[src/rtl/papt_pkg.sv]
// shared constants and types of the pending access point table
package papt_pkg;

  // table geometry and field widths
  localparam int unsigned TableDepth = 64;
  localparam int unsigned AddrBits   = 48;
  localparam int unsigned CountBits  = 32;

  // operation codes of an input word
  typedef enum logic [1:0] {
    OpInsert = 2'd0,
    OpExists = 2'd1,
    OpUpdate = 2'd2,
    OpKilled = 2'd3
  } op_e;

  // request travelling down the row of cells
  typedef struct packed {
    op_e                  op;
    logic [AddrBits-1:0]  mem_address;
    logic [AddrBits-1:0]  instr_address;
    logic                 is_write;
    logic [CountBits-1:0] count;
    logic                 done;
    logic                 hit;
  } token_t;

endpackage

[src/rtl/papt_cell.sv]
// one table slot: holds an access point and serves the request passing through
module papt_cell
  import papt_pkg::*;
(
  input  logic   clk_i,
  input  logic   rst_ni,
  input  logic   adv_i,
  input  logic   tok_valid_i,
  input  token_t tok_i,
  output logic   tok_valid_o,
  output token_t tok_o
);

  logic                 valid_q, valid_d;
  logic [AddrBits-1:0]  addr_q, addr_d;
  logic [AddrBits-1:0]  pc_q, pc_d;
  logic                 wr_q, wr_d;
  logic [CountBits-1:0] count_q, count_d;
  logic                 killed_q, killed_d;
  logic                 tok_valid_q;
  token_t               tok_q, tok_d;

  logic                 active;
  logic                 addr_eq;
  logic                 point_eq;
  logic [CountBits-1:0] count_inc;

  // compare the passing request against this slot
  assign active    = tok_valid_i && !tok_i.done;
  assign addr_eq   = valid_q && (addr_q == tok_i.mem_address);
  assign point_eq  = addr_eq && (pc_q == tok_i.instr_address) && (wr_q == tok_i.is_write);
  assign count_inc = (count_q == '1) ? count_q : count_q + 1'b1;

  // slot update and request hand-over
  always_comb begin
    valid_d  = valid_q;
    addr_d   = addr_q;
    pc_d     = pc_q;
    wr_d     = wr_q;
    count_d  = count_q;
    killed_d = killed_q;
    tok_d    = tok_i;
    if (active) begin
      case (tok_i.op)
        OpInsert: begin
          // first free slot takes the point
          if (!valid_q) begin
            valid_d   = 1'b1;
            addr_d    = tok_i.mem_address;
            pc_d      = tok_i.instr_address;
            wr_d      = tok_i.is_write;
            count_d   = tok_i.count;
            killed_d  = tok_i.is_write;
            tok_d.done = 1'b1;
            tok_d.hit  = 1'b1;
          end
        end
        OpExists: begin
          if (point_eq) begin
            tok_d.done = 1'b1;
            tok_d.hit  = 1'b1;
          end
        end
        OpUpdate: begin
          // a killed point of the address ends the scan with failure
          if (addr_eq && killed_q) begin
            tok_d.done = 1'b1;
          end else if (point_eq) begin
            count_d     = count_inc;
            tok_d.count = count_inc;
            tok_d.done  = 1'b1;
            tok_d.hit   = 1'b1;
          end
        end
        OpKilled: begin
          if (addr_eq && killed_q) begin
            tok_d.done = 1'b1;
            tok_d.hit  = 1'b1;
          end
        end
        default: begin
          tok_d = tok_i;
        end
      endcase
    end
  end

  // control state
  always_ff @(posedge clk_i or negedge rst_ni) begin
    if (!rst_ni) begin
      valid_q     <= 1'b0;
      tok_valid_q <= 1'b0;
    end else if (adv_i) begin
      valid_q     <= valid_d;
      tok_valid_q <= tok_valid_i;
    end
  end

  // slot contents and request register
  always_ff @(posedge clk_i) begin
    if (adv_i) begin
      addr_q   <= addr_d;
      pc_q     <= pc_d;
      wr_q     <= wr_d;
      count_q  <= count_d;
      killed_q <= killed_d;
      tok_q    <= tok_d;
    end
  end

  assign tok_valid_o = tok_valid_q;
  assign tok_o       = tok_q;

endmodule

[config.mk]
export PLATFORM = sky130hd
export DESIGN_NAME = papt_cell
export DESIGN_NICKNAME = d
export VERILOG_FILES = /design/src/rtl/papt_pkg.sv /design/src/rtl/papt_cell.sv
export SDC_FILE = /design/constraint.sdc
export NUM_CORES = 1
export LEC_CHECK = 0
export BUFFER_PORTS_ARGS = -buffer_cell sky130_fd_sc_hd__buf_2
export CORE_UTILIZATION = 55
export DETAILED_ROUTE_END_ITERATION = 8
export GPL_TIMING_DRIVEN = 0
export HOLD_SLACK_MARGIN = 0.06
export PLACE_DENSITY = 0.86
export SETUP_SLACK_MARGIN = 0.02
export SLEW_MARGIN = 40
export SYNTH_ARGS = -nofsm -noshare
export SYNTH_HDL_FRONTEND = slang
export SYNTH_SLANG_ARGS = --single-unit
[constraint.sdc]
create_clock -name clk_i -period 8.5 [get_ports clk_i]
set_input_delay 0.85 -clock clk_i [delete_from_list [all_inputs] [get_ports clk_i]]
set_output_delay 0.85 -clock clk_i [all_outputs]
set_load 0.02 [all_outputs]
After elaboration in Yosys (flattened, before gate mapping) --
Cells that the tools add are included.
Word-level totals: bits in registers 264, input port bits 137, output and inout bits 134, logic and storage cells 51
Cells by class: add/sub/neg operators 1, equality and inequality tests 10, muxes and demuxes 15, bitwise operators 1, reductions and logical operators 11
Operators by type and width (number):
- two-way mux 32 bit | 6
- == test 48 bit | 2
- two-way mux 34 bit | 2
- case mux 32 bit (2 select lines) | 1
- adder 32 x 1 -> 32 bit (second input constant) | 1
- == test 32 bit (second input constant) | 1
- case mux 2 bit (4 select lines) | 1
- two-way mux 2 bit | 3
- != test 2 bit (second input constant) | 3
- AND reduction 6 bit | 1
- logical AND 1 bit | 5
- == test 2 bit (second input constant) | 2
- AND reduction 4 bit | 1
- AND reduction 3 bit | 1
- == test 2 x 1 -> 1 bit (second input constant) | 1
- logical NOT 2 bit | 1
- two-way mux 1 bit | 2
- nonzero test 2 bit | 1
- == test 1 bit | 1
- logical NOT 1 bit | 1
- inverter 1 bit | 1

Logic depth before layout (Yosys ltp) --
Gate-level depths: netlist of run 1.
depth in word-level cells 8, depth in mapped cells 9, mapped depth without buffers 8

Least setup slack after synthesis of run 1 --
OpenSTA, ideal clock, no wires.
path type input to register, start point in tok_i[132] in the netlist's numbering, end point reg addr_q[0], enable pin, setup time 0.554 ns, arrival 5.388 ns, data required time 7.946 ns, setup slack 2.558 ns, stages 3, buffers on the path 1, path through clkbuf_1 or2_2 nor2_1
On the way: cells in the longest elaborated chain, start to end 2
Ends and longest elaborated chain:
- from (decl) | RTL line papt_cell.sv:9 | input token_t tok_i,
- logical NOT 2 bit | RTL line papt_cell.sv:44 | case (tok_i.op)
- AND reduction 4 bit (no line)
- to (signal assigned) | RTL line papt_cell.sv:102 | addr_q <= addr_d;
- to (decl) | RTL line papt_cell.sv:15 | logic [AddrBits-1:0] addr_q, addr_d;
Every way passes these cells. A chain may end at the register's enable or synchronous reset.

==> summary.txt, run 1 <==
Die
  • Die area: 19910 um2
  • Core box area: ~19000 um2
  • Die Span Y: approximately 140 um
  • FP Rows: 50
  • Top Ports: 271
  • Initial Utilization: 56.52%
  • Die Width: 141.1 um

Logic synthesis
  • Most frequent cell after synthesis: edfxtp_1
  • Mapped Area: 10640 um2
  • Predominant post-synthesis flop cell: edfxtp_1
  • EDFF count, synth: 262
  • Syn avg cell area: 15.18 um2
  • Async SR Flop Fraction: 0.7576%
  • Post-synth top area share: approximately three quarters
  • Area contributors post-synth: edfxtp_1 (74%), xor2_1 (8.1%), o21ai_1 (2.8%), nand2_1 (2.8%), nor2b_1 (1.6%)
  • Post-synthesis sequential area ratio: 74.39%
  • Synth Register Bits: 264
  • Gate count of the mapped netlist: 701
  • Post-synth cell types: 43
  • Yosys warns: 0
  • Area leader, netlist: edfxtp_1
  • Commonest cells post-synth: edfxtp_1 (262), xor2_1 (98), nand2_1 (79), o21ai_1 (60), nor2b_1 (28)
  • Syn Nets: 839

Run status
  • Status: finished, final reports clean

Clocking
  • H-tree levels: 1
  • Deepest clock path buffer count: 3
  • Worst-Skew Late Latency: 0.51 ns
  • CTS buffer count: 26
  • Number of clock sinks: 264
  • Post-CTS Setup Inserts: 0
  • Clock transition at the registers of the reported paths: 0.06 ns
  • Count of hold-fix buffers inserted at cts: 0
  • CTS tree: built
  • Post-CTS resize count: 0
  • Root buffer cell: clkbuf_16

Route
  • TritonRoute pass-1 iters: 5
  • Final wirelength: 23.74 mm
  • Vias per cell: 5.371
  • Routed vias: 6923
  • Antenna Nets Post-Route: 0
  • First DRT Iteration DRCs: roughly 400
  • Routed length per instance: 18.42 um
  • Residual DRC: 0

Global routing
  • Initial antenna violation count: 3
  • Number of global-route vias before repair: 6910
  • First-pass GRT wire length: 36.13 mm
  • Congestion Overflow GR: 0
  • Gr usage total: 23.59%
  • Pin count of the biggest net entering global routing: 71

Pwr
  • Max IR drop VDD: 0.0001851 V
  • PD cells: 217.7 nW/um2
  • Pleak: 5.118 nW

Timing
  • Skew final: about 0.0094 ns
  • Worst Tran Pin Value: 0.7056 ns
  • # setup viols final: 0
  • Setup TNS: 0 ns
  • Max Fclk: a little over 300 MHz
  • Final Hold Viols: 0
  • Final period utilization: 38.51%
  • Relative slew margins: 52.53%
  • PnR worst setup slack: approximately 5.2 ns
  • Fin crit period: 3.273 ns
  • Hold_ws: about 0.13 ns
  • Slew Limit Fails: 0
  • RSZ-0062 raised after global routing: no

Placed design
  • Pre-CTS WS: ~4.7 ns
  • Detailed Place HPWL: around 17 mm
  • Placed insts: 1238
  • Placer Congestion: 0.8509
  • IO buf count: 270

Layout
  • FF+latch area: 7918 um2
  • Layout cells sized above 1: a little under a third
  • Fin cells: 1289
  • Area of the multi-input gates: 2658 um2
  • Post-route core utilization: approximately 71%
  • Area grow syn2layout: 25.68%
  • Fill cell count: 1238
  • Layout net count: between 1000 and 1500

Hold path
  • Worst hold path class: in -> async

Setup path
  • CP Max Fanout: 10
  • Worst-case reg-to-reg path depth: 8
  • Reg-to-reg setup timing slack: 5.28 ns
  • Worst Path Arrival: around 3.5 ns
  • FF-to-FF Start: addr_q[16]
  • Required @ worst endpoint: 8.74 ns
  • Crit. End Element: register
  • Reg2reg end: tok_o[18]
  • CP Class: in -> reg
  • Critical Path Source Type: input pin

Flow run
  • Max Cap Viol: 0
[power breakdown]
group / internal [mW] / switching [mW]
combinational: 0.0854 / 0.165
clock: 0.674 / 0.475
sequential: 1.50 / 0.0167
[worst max-delay path by stage]
stage               startpoint    endpoint  slack (ns)  cells after the start
finish               tok_i[99]   tok_o[18]        5.23                      9
global route         tok_i[99]   tok_o[18]        5.02                      9
detailed placement   tok_i[93]   tok_o[18]        4.73                      8
floorplan           tok_i[132]   addr_q[0]        2.56                      3
global placement         adv_i  addr_q[20]       -1.01                      3
CTS                  tok_i[93]   tok_o[18]        5.28                      8
[registers in the layout (all words and copies together), names as in the netlist]
| signal | flops |
|---|---|
| pc_q | 48 |
| tok_o | 133 |
| valid_q | 1 |
| killed_q | 1 |
| count_q | 32 |
| tok_valid_o | 1 |
| addr_q | 48 |
[layout by cell type (no fill, tap or decap), types with 3 or more instances in the layout]
master,instances
buf_2,270
edfxtp_1,262
xor2_1,98
nand2_1,79
o21ai_1,60
nor2b_1,28
clkbuf_16,27
nor4_1,24
nand3_1,20
clkbuf_1,20
nand4_1,19
xnor2_1,14
nor2_1,13
and3_1,10
o21ai_0,7
inv_1,6
clkinv_1,6
and4_1,5
a2111oi_0,4
buf_8,4
buf_16,4
diode_2,3
nor3_1,3
clkinv_4,3
clkinvlp_4,3
bufinv_16,3
[critical path, cell delays in order]
cell and delay, ns:
buf_2 0.13, xor2_1 0.16, nor4_1 0.33, nand4b_1 0.16
nor4_1 0.65, nand4_1 0.62, clkbuf_1 0.39, nand2_1 0.14
o21ai_1 0.08
[cell type report]
type | count | area share (%)
flip-flops and latches | 264 | 59.18
multi-input cells | 414 | 19.87
clock buffers | 31 | 5.163
well taps | 260 | 2.432
inverters | 6 | 0.1684
clock inverters | 17 | 1.309
plain buffers | 17 | 0.4863
repair buffers | 277 | 11.34
diodes | 3 | 0.05612
[cell families after synthesis]
family          synth area share, %
flops                         74.39
fa+ha+maj                    0.1175
simple gates                  11.06
buf+inv                      0.8228
xor+xnor                      9.216
compound gates                4.103
mux                          0.2939
[stage by stage]
| stage | power [mW] | area (um2) |
|---|---|---|
| 3_3_place_gp | 1.778 | 12320 |
| 5_1_grt | 2.999 | 13380 |
| 3_5_place_dp | 1.789 | 12500 |
| 6_report | 2.912 | 13380 |
| 2_1_floorplan | 1.657 | 10640 |
| 4_1_cts | 2.936 | 13370 |
[metal layers]
metal  vias up  track usage, %  share of wire (%)
met5         -               0                  0
li1       3246               -                  -
met3        48           4.144                7.0
met1      3326           28.83                 39
met2       303           42.00                 51
met4         0           8.581                2.7
No activity file was read; power rests on OpenSTA's default activity.
==> run 2: changes to the inputs <==
--- a/config.mk
+++ b/config.mk
@@ -5,12 +5,13 @@
 export SDC_FILE = /design/constraint.sdc
 export NUM_CORES = 1
 export LEC_CHECK = 0
+export ABC_AREA = 1
 export BUFFER_PORTS_ARGS = -buffer_cell sky130_fd_sc_hd__buf_2
 export CORE_UTILIZATION = 55
 export DETAILED_ROUTE_END_ITERATION = 8
 export GPL_TIMING_DRIVEN = 0
 export HOLD_SLACK_MARGIN = 0.06
-export PLACE_DENSITY = 0.86
+export PLACE_DENSITY = 0.84
 export SETUP_SLACK_MARGIN = 0.02
 export SLEW_MARGIN = 40
 export SYNTH_ARGS = -nofsm -noshare
==> constraint.sdc (replaced) <==
create_clock -name clk_i -period 3.13 [get_ports clk_i]
set_input_delay 0.313 -clock clk_i [delete_from_list [all_inputs] [get_ports clk_i]]
set_output_delay 0.313 -clock clk_i [all_outputs]
set_load 0.02 [all_outputs]
==> summary.txt, run 2 <==
Run status
  • Status: finished, final reports clean

Timing
  • Final period utilization: about 81%
  • Worst Tran Pin Value: 0.5988 ns
  • # setup viols final: 0
  • Skew final: 0.01778 ns
  • Fin crit period: approximately 2.5 ns
  • Final Hold Viols: 0
  • Slew Limit Fails: 0
  • Relative slew margins: 60.08%
  • RSZ-0062 raised after global routing: no
  • Max Fclk: 394.6 MHz

Global routing
  • Busiest grt layer: met2
  • Initial antenna violation count: 3
  • Global Route met2 Usage: between 50% and 60%
  • Congestion Overflow GR: 0
  • First-pass GRT wire length: 54.68 mm
  • Number of global-route vias before repair: 10792
  • Met1 Usage GRT: between 30% and 40%
  • Gr usage total: 29.49%
  • Met3 Usage GRT: between 5 and 6%
  • Pin count of the biggest net entering global routing: 79

Logic synthesis
  • Post-synth cell types: 36
  • Predominant post-synthesis flop cell: edfxtp_1
  • Syn avg cell area: 9.648 um2
  • Synth Register Bits: 264
  • Area contributors post-synth: edfxtp_1 (62%), nand2_1 (13%), inv_1 (5.4%), nor2_1 (4.4%), xnor2_1 (2.2%)
  • Area leader, netlist: edfxtp_1
  • Mapped Area: 12740 um2
  • Most frequent cell after synthesis: nand2_1
  • Commonest cells post-synth: nand2_1 (455), edfxtp_1 (262), inv_1 (184), nor2_1 (149), nand3_1 (48)
  • Yosys warns: 0
  • Gate count of the mapped netlist: 1320
  • Async SR Flop Fraction: 0.7576%
  • Post-synth top area share: 61.77%
  • EDFF count, synth: 262
  • Syn Nets: ~1500
  • Post-synthesis sequential area ratio: 62.17%

Route
  • Final wirelength: 34.75 mm
  • TritonRoute pass-1 iters: 7
  • Routed length per instance: 17.01 um
  • Vias per cell: 5.122
  • First DRT Iteration DRCs: between 700 and 800
  • Routed vias: 10464
  • Residual DRC: 0
  • Antenna Nets Post-Route: 0

Setup path
  • Reg2reg end: count_q[3]
  • CP Class: in -> reg
  • Worst Path Arrival: 2.79 ns
  • Reg-to-reg setup timing slack: 0.60 ns
  • Required @ worst endpoint: approximately 3.4 ns
  • CP Max Fanout: 13
  • Crit. End Element: register
  • CP Capture Point: count_q[3]
  • FF-to-FF Start: killed_q
  • Worst-case reg-to-reg path depth: 10
  • CP startpoint: tok_i[79]
  • Critical Path Source Type: input pin

Layout
  • Most frequent cells in the layout: nand2_1 (455), buf_2 (270), edfxtp_1 (262)
  • Max reg flops: 133
  • Fin cells: 2043
  • Fill cell count: 1466
  • Layout cells sized above 1: 22.32%
  • Area of the multi-input gates: 4014 um2
  • Area grow syn2layout: 30.71%
  • Most common cell after layout, fill and taps aside: nand2_1
  • FF+latch area: 7918 um2
  • Layout net count: between 1500 and 2000

Flow run
  • Max Cap Viol: 0

Die
  • Core box area: 22640 um2
  • Initial Utilization: 56.25%
  • FP Rows: 55
  • Die area: 23770 um2
  • Die Span Y: between 150 and 200 um
  • Die Width: 154.2 um
  • Top Ports: 271

Placed design
  • Placer Congestion: a little over 0.9
  • Detailed Place HPWL: 23.51 mm
  • Placed insts: 1883
  • IO buf count: 270

Clocking
  • Post-CTS Setup Inserts: 0
  • H-tree levels: 1
  • CTS tree: built
  • Worst-Skew Late Latency: about 0.56 ns
  • Clock transition at the registers of the reported paths: 0.06 ns
  • Deepest clock path buffer count: 3
  • Number of clock sinks: about 260
  • Post-CTS resize count: 0
  • CTS buffer count: 27
  • Count of hold-fix buffers inserted at cts: 111
  • Root buffer cell: clkbuf_16

Pwr
  • PD cells: 500.6 nW/um2
  • Pleak: 7.508 nW
  • Pwr Total: 8.334 mW
  • Max IR drop VDD: 0.0005737 V

Hold path
  • Worst hold path class: in -> reg
## run 2: layout make-up
cell class                 count  share of cell area, %
antenna                        2                0.03006
buffer                        16                 0.6840
clock buffer                  31                  4.149
clock inverter                16                  1.263
inverter                     189                  4.262
multi-input combinational    851                  24.11
sequential                   264                  47.56
tap                          285                  2.142
timing repair buffer         389                  15.80
## run 2: logic make-up (layout without fill, tap and decap cells)
family	Yosys count	count (layout)	synth area share [%]
XOR/XNOR	64	64	4.519
adder cells (fa/ha/maj)	1	1	0.09823
AO/OA/AOI/OAI	50	50	2.574
multiplexers	1	1	0.08841
flip-flops	264	264	62.17
AND/OR/NAND/NOR	735	735	24.09
buffers and inverters	205	641	6.464
other	0	2	0
## run 2: stage by stage
stage               TNS (ns)  instance area, um2  utilization (%)  worst slack (ns)  hold slack, ns
finish                     0               16650            73.53            0.5959         0.06891
global route               0               16650            73.53            0.3535         0.07081
CTS                        0               16640            73.51            0.5709         0.06032
detailed placement         0               14630            64.62            0.5419          0.1193
global placement     -282.26               14460            63.85            -2.430          0.1171
floorplan                  0               12750                -            0.4641         0.01741
## run 2: worst min-delay path by stage
stage / start / endpoint / slack (ns) / cells after the start
2_1_floorplan: rst_ni / tok_valid_o / 0.02 / 0
3_3_place_gp: rst_ni / tok_valid_o / 0.12 / 1
3_5_place_dp: rst_ni / tok_valid_o / 0.12 / 1
4_1_cts: rst_ni / valid_q / 0.06 / 2
5_1_grt: tok_i[17] / tok_o[17] / 0.07 / 3
6_report: tok_i[23] / count_q[21] / 0.07 / 3
## run 2: power breakdown
group / switching (mW) / internal, mW
clock: 1.40 / 1.92
sequential: 0.0436 / 4.05
combinational: 0.566 / 0.348
## run 2: layer usage
| layer | wire length, um | up-vias |
|---|---|---|
| met5 | 11 | - |
| met4 | 1122 | 2 |
| met3 | 2569 | 89 |
| met2 | 17660 | 447 |
| met1 | 13380 | 4846 |
| li1 | - | 5080 |
## run 2: worst max-delay path: stages
cell,delay (ns)
dlygate4sd3_1,0.56
buf_2,0.16
xnor2_1,0.29
nand2_1,0.09
nor2_1,0.10
nand3_1,0.09
nor2_1,0.13
nand2_1,0.15
nor2_4,0.17
nand2_1,0.13
a21oi_4,0.35
buf_8,0.21
==> run 3: changes to the inputs <==
--- a/config.mk
+++ b/config.mk
@@ -7,11 +7,11 @@
 export LEC_CHECK = 0
 export ABC_AREA = 1
 export BUFFER_PORTS_ARGS = -buffer_cell sky130_fd_sc_hd__buf_2
-export CORE_UTILIZATION = 55
+export CORE_UTILIZATION = 50
 export DETAILED_ROUTE_END_ITERATION = 8
 export GPL_TIMING_DRIVEN = 0
 export HOLD_SLACK_MARGIN = 0.06
-export PLACE_DENSITY = 0.84
+export PLACE_DENSITY = 0.81
 export SETUP_SLACK_MARGIN = 0.02
 export SLEW_MARGIN = 40
 export SYNTH_ARGS = -nofsm -noshare
==> constraint.sdc (replaced) <==
create_clock -name clk_i -period 2 [get_ports clk_i]
set_input_delay 0.2 -clock clk_i [delete_from_list [all_inputs] [get_ports clk_i]]
set_output_delay 0.2 -clock clk_i [all_outputs]
set_load 0.02 [all_outputs]
==> summary.txt, run 3 (synthesis results as in run 2) <==
Die
  • Die Span Y: about 160 um
  • Initial Utilization: just over 50%
  • Die area: between 20000 and 30000 um2
  • Top Ports: 271
  • FP Rows: 58
  • Die Width: between 150 and 200 um
  • Core box area: between 20000 and 30000 um2

Clocking
  • Number of clock sinks: 264
  • Clock transition at the registers of the reported paths: 0.07 ns
  • CTS tree: built
  • H-tree levels: 1
  • Deepest clock path buffer count: 3
  • CTS buffer count: 28
  • Worst-Skew Late Latency: 0.55 ns
  • Root buffer cell: clkbuf_16

Layout
  • FF+latch area: 7918 um2
  • Area grow syn2layout: 45.45%
  • Post-route core utilization: 73.77%
  • Max reg flops: 133
  • Most common cell after layout, fill and taps aside: nand2_1
  • Area of the multi-input gates: 4868 um2
  • Most frequent cells in the layout: nand2_1 (406), buf_2 (269), edfxtp_1 (262)
  • Layout cells sized above 1: 31.29%
  • Fill cell count: around 1600
  • Layout net count: 1963

Placed design
  • Placer Congestion: 0.9489
  • Detailed Place HPWL: 23.28 mm
  • IO buf count: 270
  • Pre-CTS WS: -0.7240 ns

Hold path
  • Hold depth: 4
  • Worst hold path class: in -> reg
  • Worst Hold Launch: tok_i[131]
  • Hold EP: valid_q

Global routing
  • Met3 Usage GRT: 3.980%
  • Gr usage total: between 20% and 30%
  • Number of global-route vias before repair: 11124
  • Met1 Usage GRT: 35.28%
  • Initial antenna violation count: 4
  • Pin count of the biggest net entering global routing: 40
  • Congestion Overflow GR: 0
  • Busiest grt layer: met2
  • First-pass GRT wire length: just under 60 mm
  • Global Route met2 Usage: 49.78%

Timing
  • Max Fclk: approximately 430 MHz
  • Worst Tran Pin Value: 0.6354 ns
  • Slew Limit Fails: 0
  • PnR worst setup slack: -0.3376 ns
  • # setup viols final: 80
  • RSZ-0062 raised after global routing: yes
  • Final Hold Viols: 0
  • Skew final: around 0.024 ns
  • Final period utilization: 116.9%
  • Relative slew margins: 57.64%
  • Fin crit period: 2.338 ns
  • Setup TNS: -19.45 ns

Pwr
  • Max IR drop VDD: 0.0008002 V
  • Pwr Total: 13.17 mW
  • Sequential power share: roughly 50%
  • Clock share of power: 39.2%
  • PD cells: 710.8 nW/um2
  • Psw: roughly 3.3 mW
  • Combinational power share: 12.1%
  • Internal power: just under 10 mW
  • Switching share of power: between 20% and 30%
  • Pleak: 8.244 nW

Setup path
  • Critical Path Source Type: register
  • Reg-to-reg setup timing slack: -0.34 ns
  • CP Class: reg -> reg
  • CP startpoint: addr_q[22]
  • Crit. End Element: register
  • Worst-case reg-to-reg path depth: 13
  • Required @ worst endpoint: around 2.3 ns
  • Worst Path Arrival: 2.59 ns
  • Reg2reg end: count_q[31]
  • CP Max Fanout: 9
  • FF-to-FF Start: addr_q[22]

Route
  • Routed vias: 11415
  • Vias per cell: approximately 5.2
  • Final wirelength: 39.83 mm
  • Routed length per instance: approximately 18 um
  • Residual DRC: 0
  • TritonRoute pass-1 iters: 5
  • First DRT Iteration DRCs: 1108
  • Antenna Nets Post-Route: 0

Run status
  • Failing checks: setup timing
  • Status: finished with violations

Flow run
  • Max Cap Viol: 0
## run 3: cell types whose count changed in the layout (fill, tap and decap cells not counted), moves of 14 or more
cell	change
nand2_1	-49
buf_4	+41
nand2_2	+30
dlygate4sd3_1	+26
nor2_1	-21
nand2_4	+14
## run 3: layout make-up
type,count,area share [%]
clock buffers,33,3.992
inverters,189,3.924
flip-flops and latches,264,42.74
multi-input cells,851,26.28
plain buffers,16,0.7835
diodes,4,0.05404
clock inverters,19,0.9186
repair buffers,475,19.07
well taps,330,2.229
## run 3: power by group through the flow
stage | Sequential [mW] | Clock [mW] | Combinational, mW
floorplan | 6.81 | 0 | 0.335
global placement | 6.52 | 0 | 1.19
detailed placement | 6.51 | 0 | 1.23
CTS | 6.40 | 5.17 | 1.51
global route | 6.42 | 5.42 | 1.70
finish | 6.41 | 5.16 | 1.60
## run 3: timing repair
action,4_1_cts,5_1_grt
gates resized for setup,82,130
pin swaps,23,44
setup buffers,19,34
setup endpoints to repair,132,124
cloned,4,1
endpoints found under the hold margin,291,0
hold buffers,139,0
## run 3: worst max-delay path by stage
| stage | to | slack, ns | cells after the start |
|---|---|---|---|
| finish | count_q[31] | -0.34 | 13 |
| global route | count_q[31] | -0.42 | 11 |
| CTS | tok_o[21] | -0.23 | 14 |
| detailed placement | pc_q[11] | -0.72 | 9 |
| global placement | pc_q[30] | -3.18 | 3 |
| floorplan | addr_q[0] | -0.30 | 5 |
## run 3: per-stage QoR
step	area [um2]	cells	hold slack, ns
6_report	18520	2181	0.09517
5_1_grt	18520	2181	0.09234
4_1_cts	17640	2142	0.07336
3_5_place_dp	14740	1928	0.0008074
3_3_place_gp	14570	1920	0.005039
2_1_floorplan	12800	1320	-0.09559
## run 3: per-layer routing
metal / up-vias / share of wire (%)
li1: 5265 / -
met1: 5360 / 37
met2: 642 / 50
met3: 148 / 7.9
met4: 0 / 5.1
met5: - / 0
## run 3: worst max-delay path, stage by stage (launching register included)
cell and delay [ns]:
edfxtp_1 0.44, nand2_2 0.11, nand2_1 0.07, nor2_2 0.13
nand2_1 0.08, nor2_2 0.15, nand2_2 0.08, nor2_4 0.12
nand2_2 0.08, nor2_4 0.14, nand2_2 0.11, a21oi_4 0.18
buf_12 0.15, clkbuf_16 0.17
